$ cat config.mk
export PLATFORM = sky130hd
export DESIGN_NAME = mlld_ctrl
export DESIGN_NICKNAME = d
export VERILOG_FILES = /design/src/mlld_pkg.sv /design/src/mlld_ctrl.sv
export VERILOG_INCLUDE_DIRS = /design/src /design/src/src
export SDC_FILE = /design/constraint.sdc
export NUM_CORES = 1
export LEC_CHECK = 0
export BUFFER_PORTS_ARGS = -buffer_cell sky130_fd_sc_hd__buf_2
export CAP_MARGIN = 20
export CORE_ASPECT_RATIO = 1.25
export CORE_UTILIZATION = 40
export DETAILED_ROUTE_END_ITERATION = 10
export SETUP_SLACK_MARGIN = 0.2
export SYNTH_ARGS = -nofsm -noshare
export SYNTH_HDL_FRONTEND = slang
export SYNTH_SLANG_ARGS = --single-unit
$ cat constraint.sdc
create_clock -name clk -period 6.5 [get_ports clk]
set_input_delay 0.975 -clock clk [delete_from_list [all_inputs] [get_ports clk]]
set_output_delay 0.975 -clock clk [all_outputs]
set_load 0.02 [all_outputs]
$ cat src/multi_level_lru_directory_top_macros.svh
// assertion macros for the multi-level lru directory
// uses clk and rst_n of the module that includes it
`ifndef MULTI_LEVEL_LRU_DIRECTORY_TOP_MACROS_SVH
`define MULTI_LEVEL_LRU_DIRECTORY_TOP_MACROS_SVH

// property checked every clock outside reset
`define MLLD_ASSERT(label, prop, msg) \
    label: assert property (@(posedge clk) disable iff (!rst_n) (prop)) else $error(msg);

// condition implies a consequence on the next clock
`define MLLD_ASSERT_NEXT(label, cond, conseq, msg) \
    label: assert property (@(posedge clk) disable iff (!rst_n) (cond) |=> (conseq)) \
        else $error(msg);

`endif

$ cat src/mlld_pkg.sv
// shared constants and types of the multi-level lru directory
// no dependencies
package mlld_pkg;

    localparam int MAX_LEVELS    = 8;
    localparam int MAX_PER_LEVEL = 64;

    localparam int LVL_W     = (MAX_LEVELS > 1) ? $clog2(MAX_LEVELS) : 1;
    localparam int SLOT_W    = (MAX_PER_LEVEL > 1) ? $clog2(MAX_PER_LEVEL) : 1;
    localparam int NLV_W     = $clog2(MAX_LEVELS + 1);
    localparam int FILL_W    = $clog2(MAX_PER_LEVEL + 1);
    localparam int ADDR_W    = LVL_W + SLOT_W;
    localparam int RAM_DEPTH = 1 << ADDR_W;

    localparam int TAG_W      = 32;
    localparam int ACT_W      = 2;
    localparam int HIT_LVL_W  = 3;
    localparam int CFG_LVL_W  = 4;
    localparam int CFG_CAP_W  = 7;
    localparam int CFG_IDX_W  = 1;
    localparam int CFG_DATA_W = 7;

    localparam logic [ACT_W-1:0] ACT_LOOKUP  = 2'd0;
    localparam logic [ACT_W-1:0] ACT_PROMOTE = 2'd1;
    localparam logic [ACT_W-1:0] ACT_REMOVE  = 2'd2;
    // unused code, behaves as a lookup
    localparam logic [ACT_W-1:0] ACT_SPARE   = 2'd3;

    localparam logic [CFG_IDX_W-1:0] CFG_LEVELS   = 1'd0;
    localparam logic [CFG_IDX_W-1:0] CFG_CAPACITY = 1'd1;

    typedef struct packed {
        logic              re;
        logic [ADDR_W-1:0] raddr;
        logic              we;
        logic [ADDR_W-1:0] waddr;
        logic [TAG_W-1:0]  wdata;
    } ram_req_t;

    typedef struct packed {
        logic                 hit;
        logic [HIT_LVL_W-1:0] level;
    } result_t;

endpackage

$ cat src/mlld_ctrl.sv
// request sequencer: search, unlink, level cascade and insert over the tag memory
// depends on mlld_pkg and the assertion macro header
`include "multi_level_lru_directory_top_macros.svh"

module mlld_ctrl (
    input  logic                               clk,
    input  logic                               rst_n,
    input  logic                               in_valid,
    output logic                               in_ready,
    input  logic [mlld_pkg::ACT_W-1:0]         action,
    input  logic [mlld_pkg::TAG_W-1:0]         block,
    input  logic                               cfg_valid,
    output logic                               cfg_ready,
    input  logic [mlld_pkg::CFG_IDX_W-1:0]     cfg_index,
    input  logic [mlld_pkg::CFG_DATA_W-1:0]    cfg_data,
    output mlld_pkg::ram_req_t                 ram_req,
    input  logic [mlld_pkg::TAG_W-1:0]         ram_rdata,
    output logic                               res_valid,
    input  logic                               res_ready,
    output mlld_pkg::result_t                  res
);
    import mlld_pkg::*;

    typedef enum logic [9:0] {
        ST_IDLE = 10'b0000000001,
        ST_RD   = 10'b0000000010,
        ST_CMP  = 10'b0000000100,
        ST_RES  = 10'b0000001000,
        ST_SHR  = 10'b0000010000,
        ST_SHW  = 10'b0000100000,
        ST_POP  = 10'b0001000000,
        ST_CHK  = 10'b0010000000,
        ST_MVW  = 10'b0100000000,
        ST_INS  = 10'b1000000000
    } state_t;

    state_t             state_reg;
    logic [ACT_W-1:0]   act_reg;
    logic [TAG_W-1:0]   blk_reg;
    logic [NLV_W-1:0]   lv_reg;
    logic [FILL_W-1:0]  pos_reg;
    logic               hit_reg;
    logic [LVL_W-1:0]   j_reg;
    logic [FILL_W-1:0]  fill_reg [MAX_LEVELS];
    logic [SLOT_W-1:0]  head_reg [MAX_LEVELS];
    logic [CFG_LVL_W-1:0] levels_cfg_reg;
    logic [CFG_CAP_W-1:0] cap_cfg_reg;

    logic [NLV_W-1:0]   nl_eff;
    logic [FILL_W-1:0]  cap_eff;
    logic [LVL_W-1:0]   sel;
    logic [FILL_W-1:0]  fill_sel;
    logic [SLOT_W-1:0]  head_sel;
    logic [SLOT_W-1:0]  head_dec;
    logic [FILL_W-1:0]  pos_plus;
    logic               sel_full;
    logic               lv_in_range;
    logic [FILL_W-1:0]  ins_pop;
    logic [FILL_W-1:0]  ins_fill;
    logic [FILL_W-1:0]  mv_fill;

    // ring position of list slot p in a level whose front sits at h
    function automatic logic [SLOT_W-1:0] phys(input logic [SLOT_W-1:0] h,
                                               input logic [FILL_W-1:0] p);
        logic [FILL_W:0] s;
        s = (FILL_W+1)'(h) + (FILL_W+1)'(p);
        if (s >= (FILL_W+1)'(MAX_PER_LEVEL))
        begin
            s = s - (FILL_W+1)'(MAX_PER_LEVEL);
        end
        return SLOT_W'(s);
    endfunction

    // clamped configuration
    always_comb
    begin
        if (levels_cfg_reg == '0)
            nl_eff = NLV_W'(1);
        else if (32'(levels_cfg_reg) > MAX_LEVELS)
            nl_eff = NLV_W'(MAX_LEVELS);
        else
            nl_eff = NLV_W'(levels_cfg_reg);

        if (cap_cfg_reg == '0)
            cap_eff = FILL_W'(1);
        else if (32'(cap_cfg_reg) > MAX_PER_LEVEL)
            cap_eff = FILL_W'(MAX_PER_LEVEL);
        else
            cap_eff = FILL_W'(cap_cfg_reg);
    end

    // one level table port per cycle
    always_comb
    begin
        unique case (state_reg)
            ST_POP, ST_MVW: sel = j_reg;
            ST_CHK:         sel = j_reg - 1'b1;
            ST_INS:         sel = '0;
            default:        sel = LVL_W'(lv_reg);
        endcase
    end

    assign fill_sel    = fill_reg[sel];
    assign head_sel    = head_reg[sel];
    assign head_dec    = (head_sel == '0) ? SLOT_W'(MAX_PER_LEVEL - 1) : head_sel - 1'b1;
    assign pos_plus    = pos_reg + 1'b1;
    assign sel_full    = fill_sel >= cap_eff;
    assign lv_in_range = lv_reg < nl_eff;

    // fill after push to front, with the hard ring limit
    assign ins_pop  = sel_full ? fill_sel - 1'b1 : fill_sel;
    assign ins_fill = ((32'(ins_pop) >= MAX_PER_LEVEL) ? ins_pop : ins_pop + 1'b1);
    assign mv_fill  = ((32'(fill_sel) >= MAX_PER_LEVEL) ? fill_sel : fill_sel + 1'b1);

    always_comb
    begin
        ram_req       = '0;
        ram_req.raddr = {sel, phys(head_sel, pos_reg)};
        ram_req.waddr = {sel, phys(head_sel, pos_reg)};
        ram_req.wdata = ram_rdata;
        unique case (state_reg)
            ST_RD:
            begin
                ram_req.re = lv_in_range && (pos_reg < fill_sel);
            end
            ST_SHR:
            begin
                ram_req.re    = pos_plus < fill_sel;
                ram_req.raddr = {sel, phys(head_sel, pos_plus)};
            end
            ST_SHW:
            begin
                ram_req.we = 1'b1;
            end
            ST_CHK:
            begin
                ram_req.re    = sel_full;
                ram_req.raddr = {sel, phys(head_sel, fill_sel - 1'b1)};
            end
            ST_MVW:
            begin
                ram_req.we    = 1'b1;
                ram_req.waddr = {sel, head_dec};
            end
            ST_INS:
            begin
                ram_req.we    = 1'b1;
                ram_req.waddr = {sel, head_dec};
                ram_req.wdata = blk_reg;
            end
            default:
            begin
                ram_req.re = 1'b0;
            end
        endcase
    end

    assign in_ready  = state_reg == ST_IDLE;
    assign cfg_ready = 1'b1;
    assign res_valid = state_reg == ST_RES;
    assign res.hit   = hit_reg;
    assign res.level = hit_reg ? HIT_LVL_W'(lv_reg) : '0;

    always_ff @(posedge clk or negedge rst_n)
    begin
        if (!rst_n)
        begin
            state_reg      <= ST_IDLE;
            act_reg        <= ACT_LOOKUP;
            blk_reg        <= '0;
            lv_reg         <= '0;
            pos_reg        <= '0;
            hit_reg        <= 1'b0;
            j_reg          <= '0;
            levels_cfg_reg <= CFG_LVL_W'(8);
            cap_cfg_reg    <= CFG_CAP_W'(64);
            for (int i = 0; i < MAX_LEVELS; i++)
            begin
                fill_reg[i] <= '0;
                head_reg[i] <= '0;
            end
        end
        else
        begin
            if (cfg_valid && cfg_ready)
            begin
                if (cfg_index == CFG_LEVELS)
                    levels_cfg_reg <= CFG_LVL_W'(cfg_data);
                else if (cfg_index == CFG_CAPACITY)
                    cap_cfg_reg <= CFG_CAP_W'(cfg_data);
            end

            unique case (state_reg)
                ST_IDLE:
                begin
                    if (in_valid)
                    begin
                        act_reg   <= action;
                        blk_reg   <= block;
                        lv_reg    <= '0;
                        pos_reg   <= '0;
                        hit_reg   <= 1'b0;
                        state_reg <= ST_RD;
                    end
                end
                ST_RD:
                begin
                    if (!lv_in_range)
                        state_reg <= ST_RES;
                    else if (pos_reg >= fill_sel)
                    begin
                        lv_reg  <= lv_reg + 1'b1;
                        pos_reg <= '0;
                    end
                    else
                        state_reg <= ST_CMP;
                end
                ST_CMP:
                begin
                    if (ram_rdata == blk_reg)
                    begin
                        hit_reg   <= 1'b1;
                        state_reg <= ST_RES;
                    end
                    else
                    begin
                        pos_reg   <= pos_plus;
                        state_reg <= ST_RD;
                    end
                end
                ST_RES:
                begin
                    if (res_ready)
                    begin
                        if (hit_reg && (act_reg == ACT_REMOVE || act_reg == ACT_PROMOTE))
                            state_reg <= ST_SHR;
                        else if (act_reg == ACT_PROMOTE)
                        begin
                            j_reg     <= LVL_W'(nl_eff - 1'b1);
                            state_reg <= ST_POP;
                        end
                        else
                            state_reg <= ST_IDLE;
                    end
                end
                ST_SHR:
                begin
                    if (pos_plus < fill_sel)
                        state_reg <= ST_SHW;
                    else
                    begin
                        fill_reg[sel] <= fill_sel - 1'b1;
                        if (act_reg == ACT_PROMOTE)
                        begin
                            j_reg     <= LVL_W'(lv_reg);
                            state_reg <= ST_POP;
                        end
                        else
                            state_reg <= ST_IDLE;
                    end
                end
                ST_SHW:
                begin
                    pos_reg   <= pos_plus;
                    state_reg <= ST_SHR;
                end
                ST_POP:
                begin
                    if (j_reg == '0)
                        state_reg <= ST_INS;
                    else
                    begin
                        if (sel_full)
                            fill_reg[sel] <= fill_sel - 1'b1;
                        state_reg <= ST_CHK;
                    end
                end
                ST_CHK:
                begin
                    if (sel_full)
                    begin
                        fill_reg[sel] <= fill_sel - 1'b1;
                        state_reg     <= ST_MVW;
                    end
                    else
                    begin
                        j_reg     <= j_reg - 1'b1;
                        state_reg <= ST_POP;
                    end
                end
                ST_MVW:
                begin
                    fill_reg[sel] <= mv_fill;
                    head_reg[sel] <= head_dec;
                    j_reg         <= j_reg - 1'b1;
                    state_reg     <= ST_POP;
                end
                ST_INS:
                begin
                    fill_reg[sel] <= ins_fill;
                    head_reg[sel] <= head_dec;
                    state_reg     <= ST_IDLE;
                end
                default:
                begin
                    state_reg <= ST_IDLE;
                end
            endcase
        end
    end

    `MLLD_ASSERT(a_write_states, ram_req.we |-> (state_reg == ST_SHW || state_reg == ST_MVW || state_reg == ST_INS), "tag write outside a write state")
    `MLLD_ASSERT(a_cmp_after_read, (state_reg == ST_CMP) |-> $past(ram_req.re), "compare without a read issued")
    `MLLD_ASSERT_NEXT(a_ins_fills, state_reg == ST_INS, fill_reg[0] != '0, "level 0 empty after insert")
    `MLLD_ASSERT(a_search_in_range, (state_reg == ST_CMP) |-> lv_in_range, "search beyond active levels")

endmodule

Word level (Yosys, flattened, before mapping):

Cells that the tools add are included.

* memory bits (read-only): 0
* memories kept: 0
* input bits: 79
* output and inout port bits: 59
* register bits: 174
* RAM bits: 0
* bits in latches: 0
* word-level logic and storage cells: 172

* add/subtract/negate cells: 14
* eq/ne operators: 26
* $lt $le $gt $ge: 14
* mux-type cells: 66
* shift-type cells: 0
* divide/modulo/power cells: 0
* reductions and logical operators: 25
* bitwise operators: 2
* multipliers: 0

Operators with widths (count)
* case mux 56 bit (5 select lines): 1
* bitwise mux 56 bit: 3
* two-way mux 56 bit: 3
* two-way mux 7 bit: 15
* case mux 10 bit (9 select lines): 1
* two-way mux 10 bit: 5
* bitwise mux 48 bit: 1
* two-way mux 6 bit: 8
* == test 32 bit: 1
* two-way mux 32 bit: 1
* case mux 7 bit (4 select lines): 1
* adder 6 x 7 -> 8 bit: 3
* >= comparator 8 x 7 -> 1 bit, second input constant: 3
* two-way mux 4 bit: 6
* subtractor 6 x 1 -> 6 bit, second input constant: 4
* adder 7 x 1 -> 7 bit, second input constant: 3
* binary-select mux 7 bit (select 3 bit): 1
* demux 7 bit (select 3 bit): 1
* two-way mux 3 bit: 7
* != test 2 bit, second input constant: 10
* binary-select mux 6 bit (select 3 bit): 1
* demux 6 bit (select 3 bit): 1
* >= comparator 7 bit: 2
* >= comparator 7 bit, second input constant: 2
* other kinds (49): 63

Logic depth before layout (Yosys ltp):

* depth after elaboration: 13
* depth in mapped cells: 27
* mapped depth without buffers: 24

Least setup slack after synthesis:

OpenSTA, ideal clock, no wires.

* path kind: register -> output
* start point: reg state_reg[1]
* end point: out ram_req[47] in the netlist's numbering
* buffers on the path: 2
* data arrival time: 5.351 ns
* data required time: 5.525 ns
* stages on the path, launching flop included: 23
* slack: 0.174 ns
* cell sequence: dfrtp_1 > buf_6 > or4_4 > or3_1 > buf_2 > or3_1 > a31o_4 > clkinv_4 > o31ai_2 > a31o_1 > a221oi_4 > inv_2 > ha_1 > xor2_1 > mux2_2 > ha_1 > a21oi_1 > o21bai_1 > a21oi_1 > xnor2_1 > o211ai_1 > o21ai_1 > xor2_1

RTL lines
* start, declared: RTL line mlld_ctrl.sv:37 `state_t state_reg;`
* start signal, assigned: RTL line mlld_ctrl.sv:168 `state_reg <= ST_IDLE;`
* start signal, assigned: RTL line mlld_ctrl.sv:203 `state_reg <= ST_RD;`
* start signal, assigned: RTL line mlld_ctrl.sv:209 `state_reg <= ST_RES;`
* end, declared: RTL line mlld_ctrl.sv:16 `output mlld_pkg::ram_req_t ram_req,`

==> results.tsv <==
metric	value	unit
clock power share	22.4	%
Worst Clk Skew	0.0127	ns
Yosys top cell by area	dfrtp_1	
Leakage	6.33	nW
R2R depth	20	
Comb power frac	48.0	%
layout cells sized above 1	24.6	%
Synth cell types	90	
max reg flops	56	
Worst EP arrival	5.31	ns
Final Hold Fails	0	
register share of total power	29.6	%
reg2reg start	state_reg[8]	
max-cap viol count	0	
Worst-Skew Late Latency	0.45	ns
Worst setup EP type	output pin	
pre-CTS setup slack	0.254	ns
Max H-tree Level	4	
status	finished clean	
CTS clock-pin slew for the worst setup and hold paths	0.07	ns
FP Rows	69	
initial drt markers	616	
Startpoint Class	flop	
Syn Nets	1461	
most common library cells after synthesis	261 x nand2_1, 171 x dfrtp_1, 135 x o21ai_0	
Non-Filler Cell Area, Final	13600	um2
Max FO, Critical Path	6	
Syn. warnings	0	
maximum clock frequency	0.159	GHz
Clock Path Buffers	2	
CTS tree	done	
Synth area leaders	dfrtp_1 37%, nand2_1 8.5%, mux2_2 6.0%, o21ai_0 5.9%, ha_1 5.0%	
Sw Pwr	0.00195	W
final wirelength	35300	um
area growth from synthesis to layout	18.0	%
Core Area	28300	um2
Worst IR Drop VDD	0.000194	V
Crit Reg-Reg Endpoint	j_reg[0]	
pin count of the biggest net entering global routing	73	
DIE AREA	29400	um2
Boundary Pins	138	
first-pass GRT wire length	55900	um
Top FF cell, synth	dfrtp_1	
synthesized flop and latch total	174	
Worst R2R Setup Slack	0.74	ns
Async SR Flop Fraction	100	%
All-Layer GR Usage	24.6	%
sequential-to-total area share from yosys stat	37.9	%
TritonRoute pass-1 iters	5	
placed cell area	12600	um2
drc violations	0	
DP Wirelength	26300	um
Syn Std Cell Area	11500	um2
type of the most critical hold path	flop to flop	
Crit path required time	5.52	ns
sw frac	42.2	%
EDFF count, synth	0	
hold path start	head_reg[37]	
Routed Antenna Nets	0	
P_int	0.00267	W
initial antenna violation count	0	
top-count cell post-synth	nand2_1	
Die W	154	um
cells after synthesis	1334	
crit path time final	6.28	ns
Slew Viols, Final	0	
setup TNS	0	ns
WHS Path Cells	2	
Least-Margin Pin Slew	1.05	ns
final setup fails	0	
I/O Buffers	136	
nets	1603	
Period Utilization, post-route	96.6	%
GP Congestion	0.935	
Hold EP	head_reg[37]	
PD cells	340	nW/um2
Sink Count	174	
RSZ-0062 raised after global routing	true	
Yosys top cell area share	37.3	%
clock root cell	clkbuf_16	
cts bufs inserted	17	
mean routed wirelength per cell	19.1	um
Die Y	191	um
initial core utilization	40.6	%
syn_area_per_cell	8.61	um2
Setup CP Type	flop to output pin	
number of global-route vias before repair	10087	
via count of the routed design	10380	
Vias/cell	5.63	
Setup WS post-layout	0.218	ns
Slew headroom	29.7	%
ant diodes	0	
gr ovfl total	0	
==> layer usage <==
metal | GRT usage (%) | up-vias | share of wire (%) | wire (um)
met2 | 42.7 | 336 | 50 | 17700
met4 | 12.9 | 0 | 4.5 | 1590
met5 | 0 | - | 0 | 0
li1 | - | 4975 | - | -
met1 | 29.1 | 4986 | 41 | 14400
met3 | 4.13 | 83 | 4.5 | 1580
==> stage by stage <==
| stage | hold WS, ns | power, W | cells | util (%) |
|---|---|---|---|---|
| floorplan | 0.444 | 0.00278 | 1334 | - |
| global placement | 0.460 | 0.00341 | 1794 | 44.6 |
| detailed placement | 0.467 | 0.00344 | 1794 | 44.6 |
| CTS | 0.482 | 0.00456 | 1834 | 47.3 |
| global route | 0.516 | 0.00487 | 1844 | 47.9 |
| finish | 0.480 | 0.00461 | 1844 | 47.9 |
==> layout by cell type (no fill, tap or decap), types with 43 or more instances in the layout <==
cell type / count
inv_1: 46
dfrtp_1: 169
buf_2: 132
nor2_1: 67
buf_4: 59
a21oi_1: 61
o21ai_0: 134
nand3_1: 43
mux2_2: 60
nand2_1: 261
ha_1: 43
==> critical path, cell delays in order, from the launching register on <==
cell and delay [ns]:
dfrtp_1 0.39, or4_4 0.54, or3_4 0.36, or3_4 0.38, a31o_4 0.27, clkinv_4 0.09
o31ai_4 0.08, a31o_1 0.22, a221oi_4 0.39, inv_2 0.10, ha_4 0.19, xor2_2 0.20
mux2_4 0.29, ha_4 0.24, a21oi_4 0.16, o21bai_1 0.09, a21oi_2 0.17, xnor2_1 0.08
o211ai_1 0.16, o21ai_1 0.12, xor2_2 0.15, buf_4 0.18
==> worst max path at each step <==
stage	start	to	slack [ns]	cells after the start
after floorplan	state_reg[1]	ram_req[47]	0.24	22
after global placement	state_reg[1]	ram_req[47]	0.34	21
after detailed placement	state_reg[2]	ram_req[47]	0.25	21
after CTS	state_reg[2]	ram_req[47]	0.19	21
after global routing	state_reg[6]	ram_req[47]	0.01	21
final	state_reg[2]	ram_req[47]	0.22	21
==> final cells by class <==
class,instances,area [um2]
clock buffer,19,453
clock inverter,13,126
fill,2730,14800
inverter,53,210
multi-input combinational,1033,6780
sequential,174,4360
tap,355,444
timing repair buffer,197,1180
==> power by group through the flow <==
stage,clock [W],combinational [W],sequential [W]
after detailed placement,0,0.00206,0.00138
final,0.00103,0.00221,0.00137
after global routing,0.00109,0.00239,0.00138
after floorplan,0,0.00143,0.00134
after CTS,0.00105,0.00214,0.00137
after global placement,0,0.00203,0.00138
==> cells by family (layout without fill, tap and decap cells) <==
kind of cell               Yosys count  in the layout  share of synthesized area, %
adders and majority gates           48             48                          5.36
AOI/OAI and AO/OA                  347            347                          19.2
muxes                               87             87                          8.57
xor gates and xnor gates            77             77                          5.94
buffers and inverters              127            282                          4.62
and+or+nand+nor                    473            473                          18.4
other                                1              1                        0.0327
DFF                                174            174                          37.9
==> what timing repair did <==
action | 4_1_cts | 5_1_grt
setup buffers | 8 | 10
hold buffers | 0 | 0
setup endpoints to repair | 3 | 3
resized for setup | 22 | 21
pin swaps | 7 | 8
endpoints found under the hold margin | 0 | 0
No activity file was read; power rests on OpenSTA's default activity.
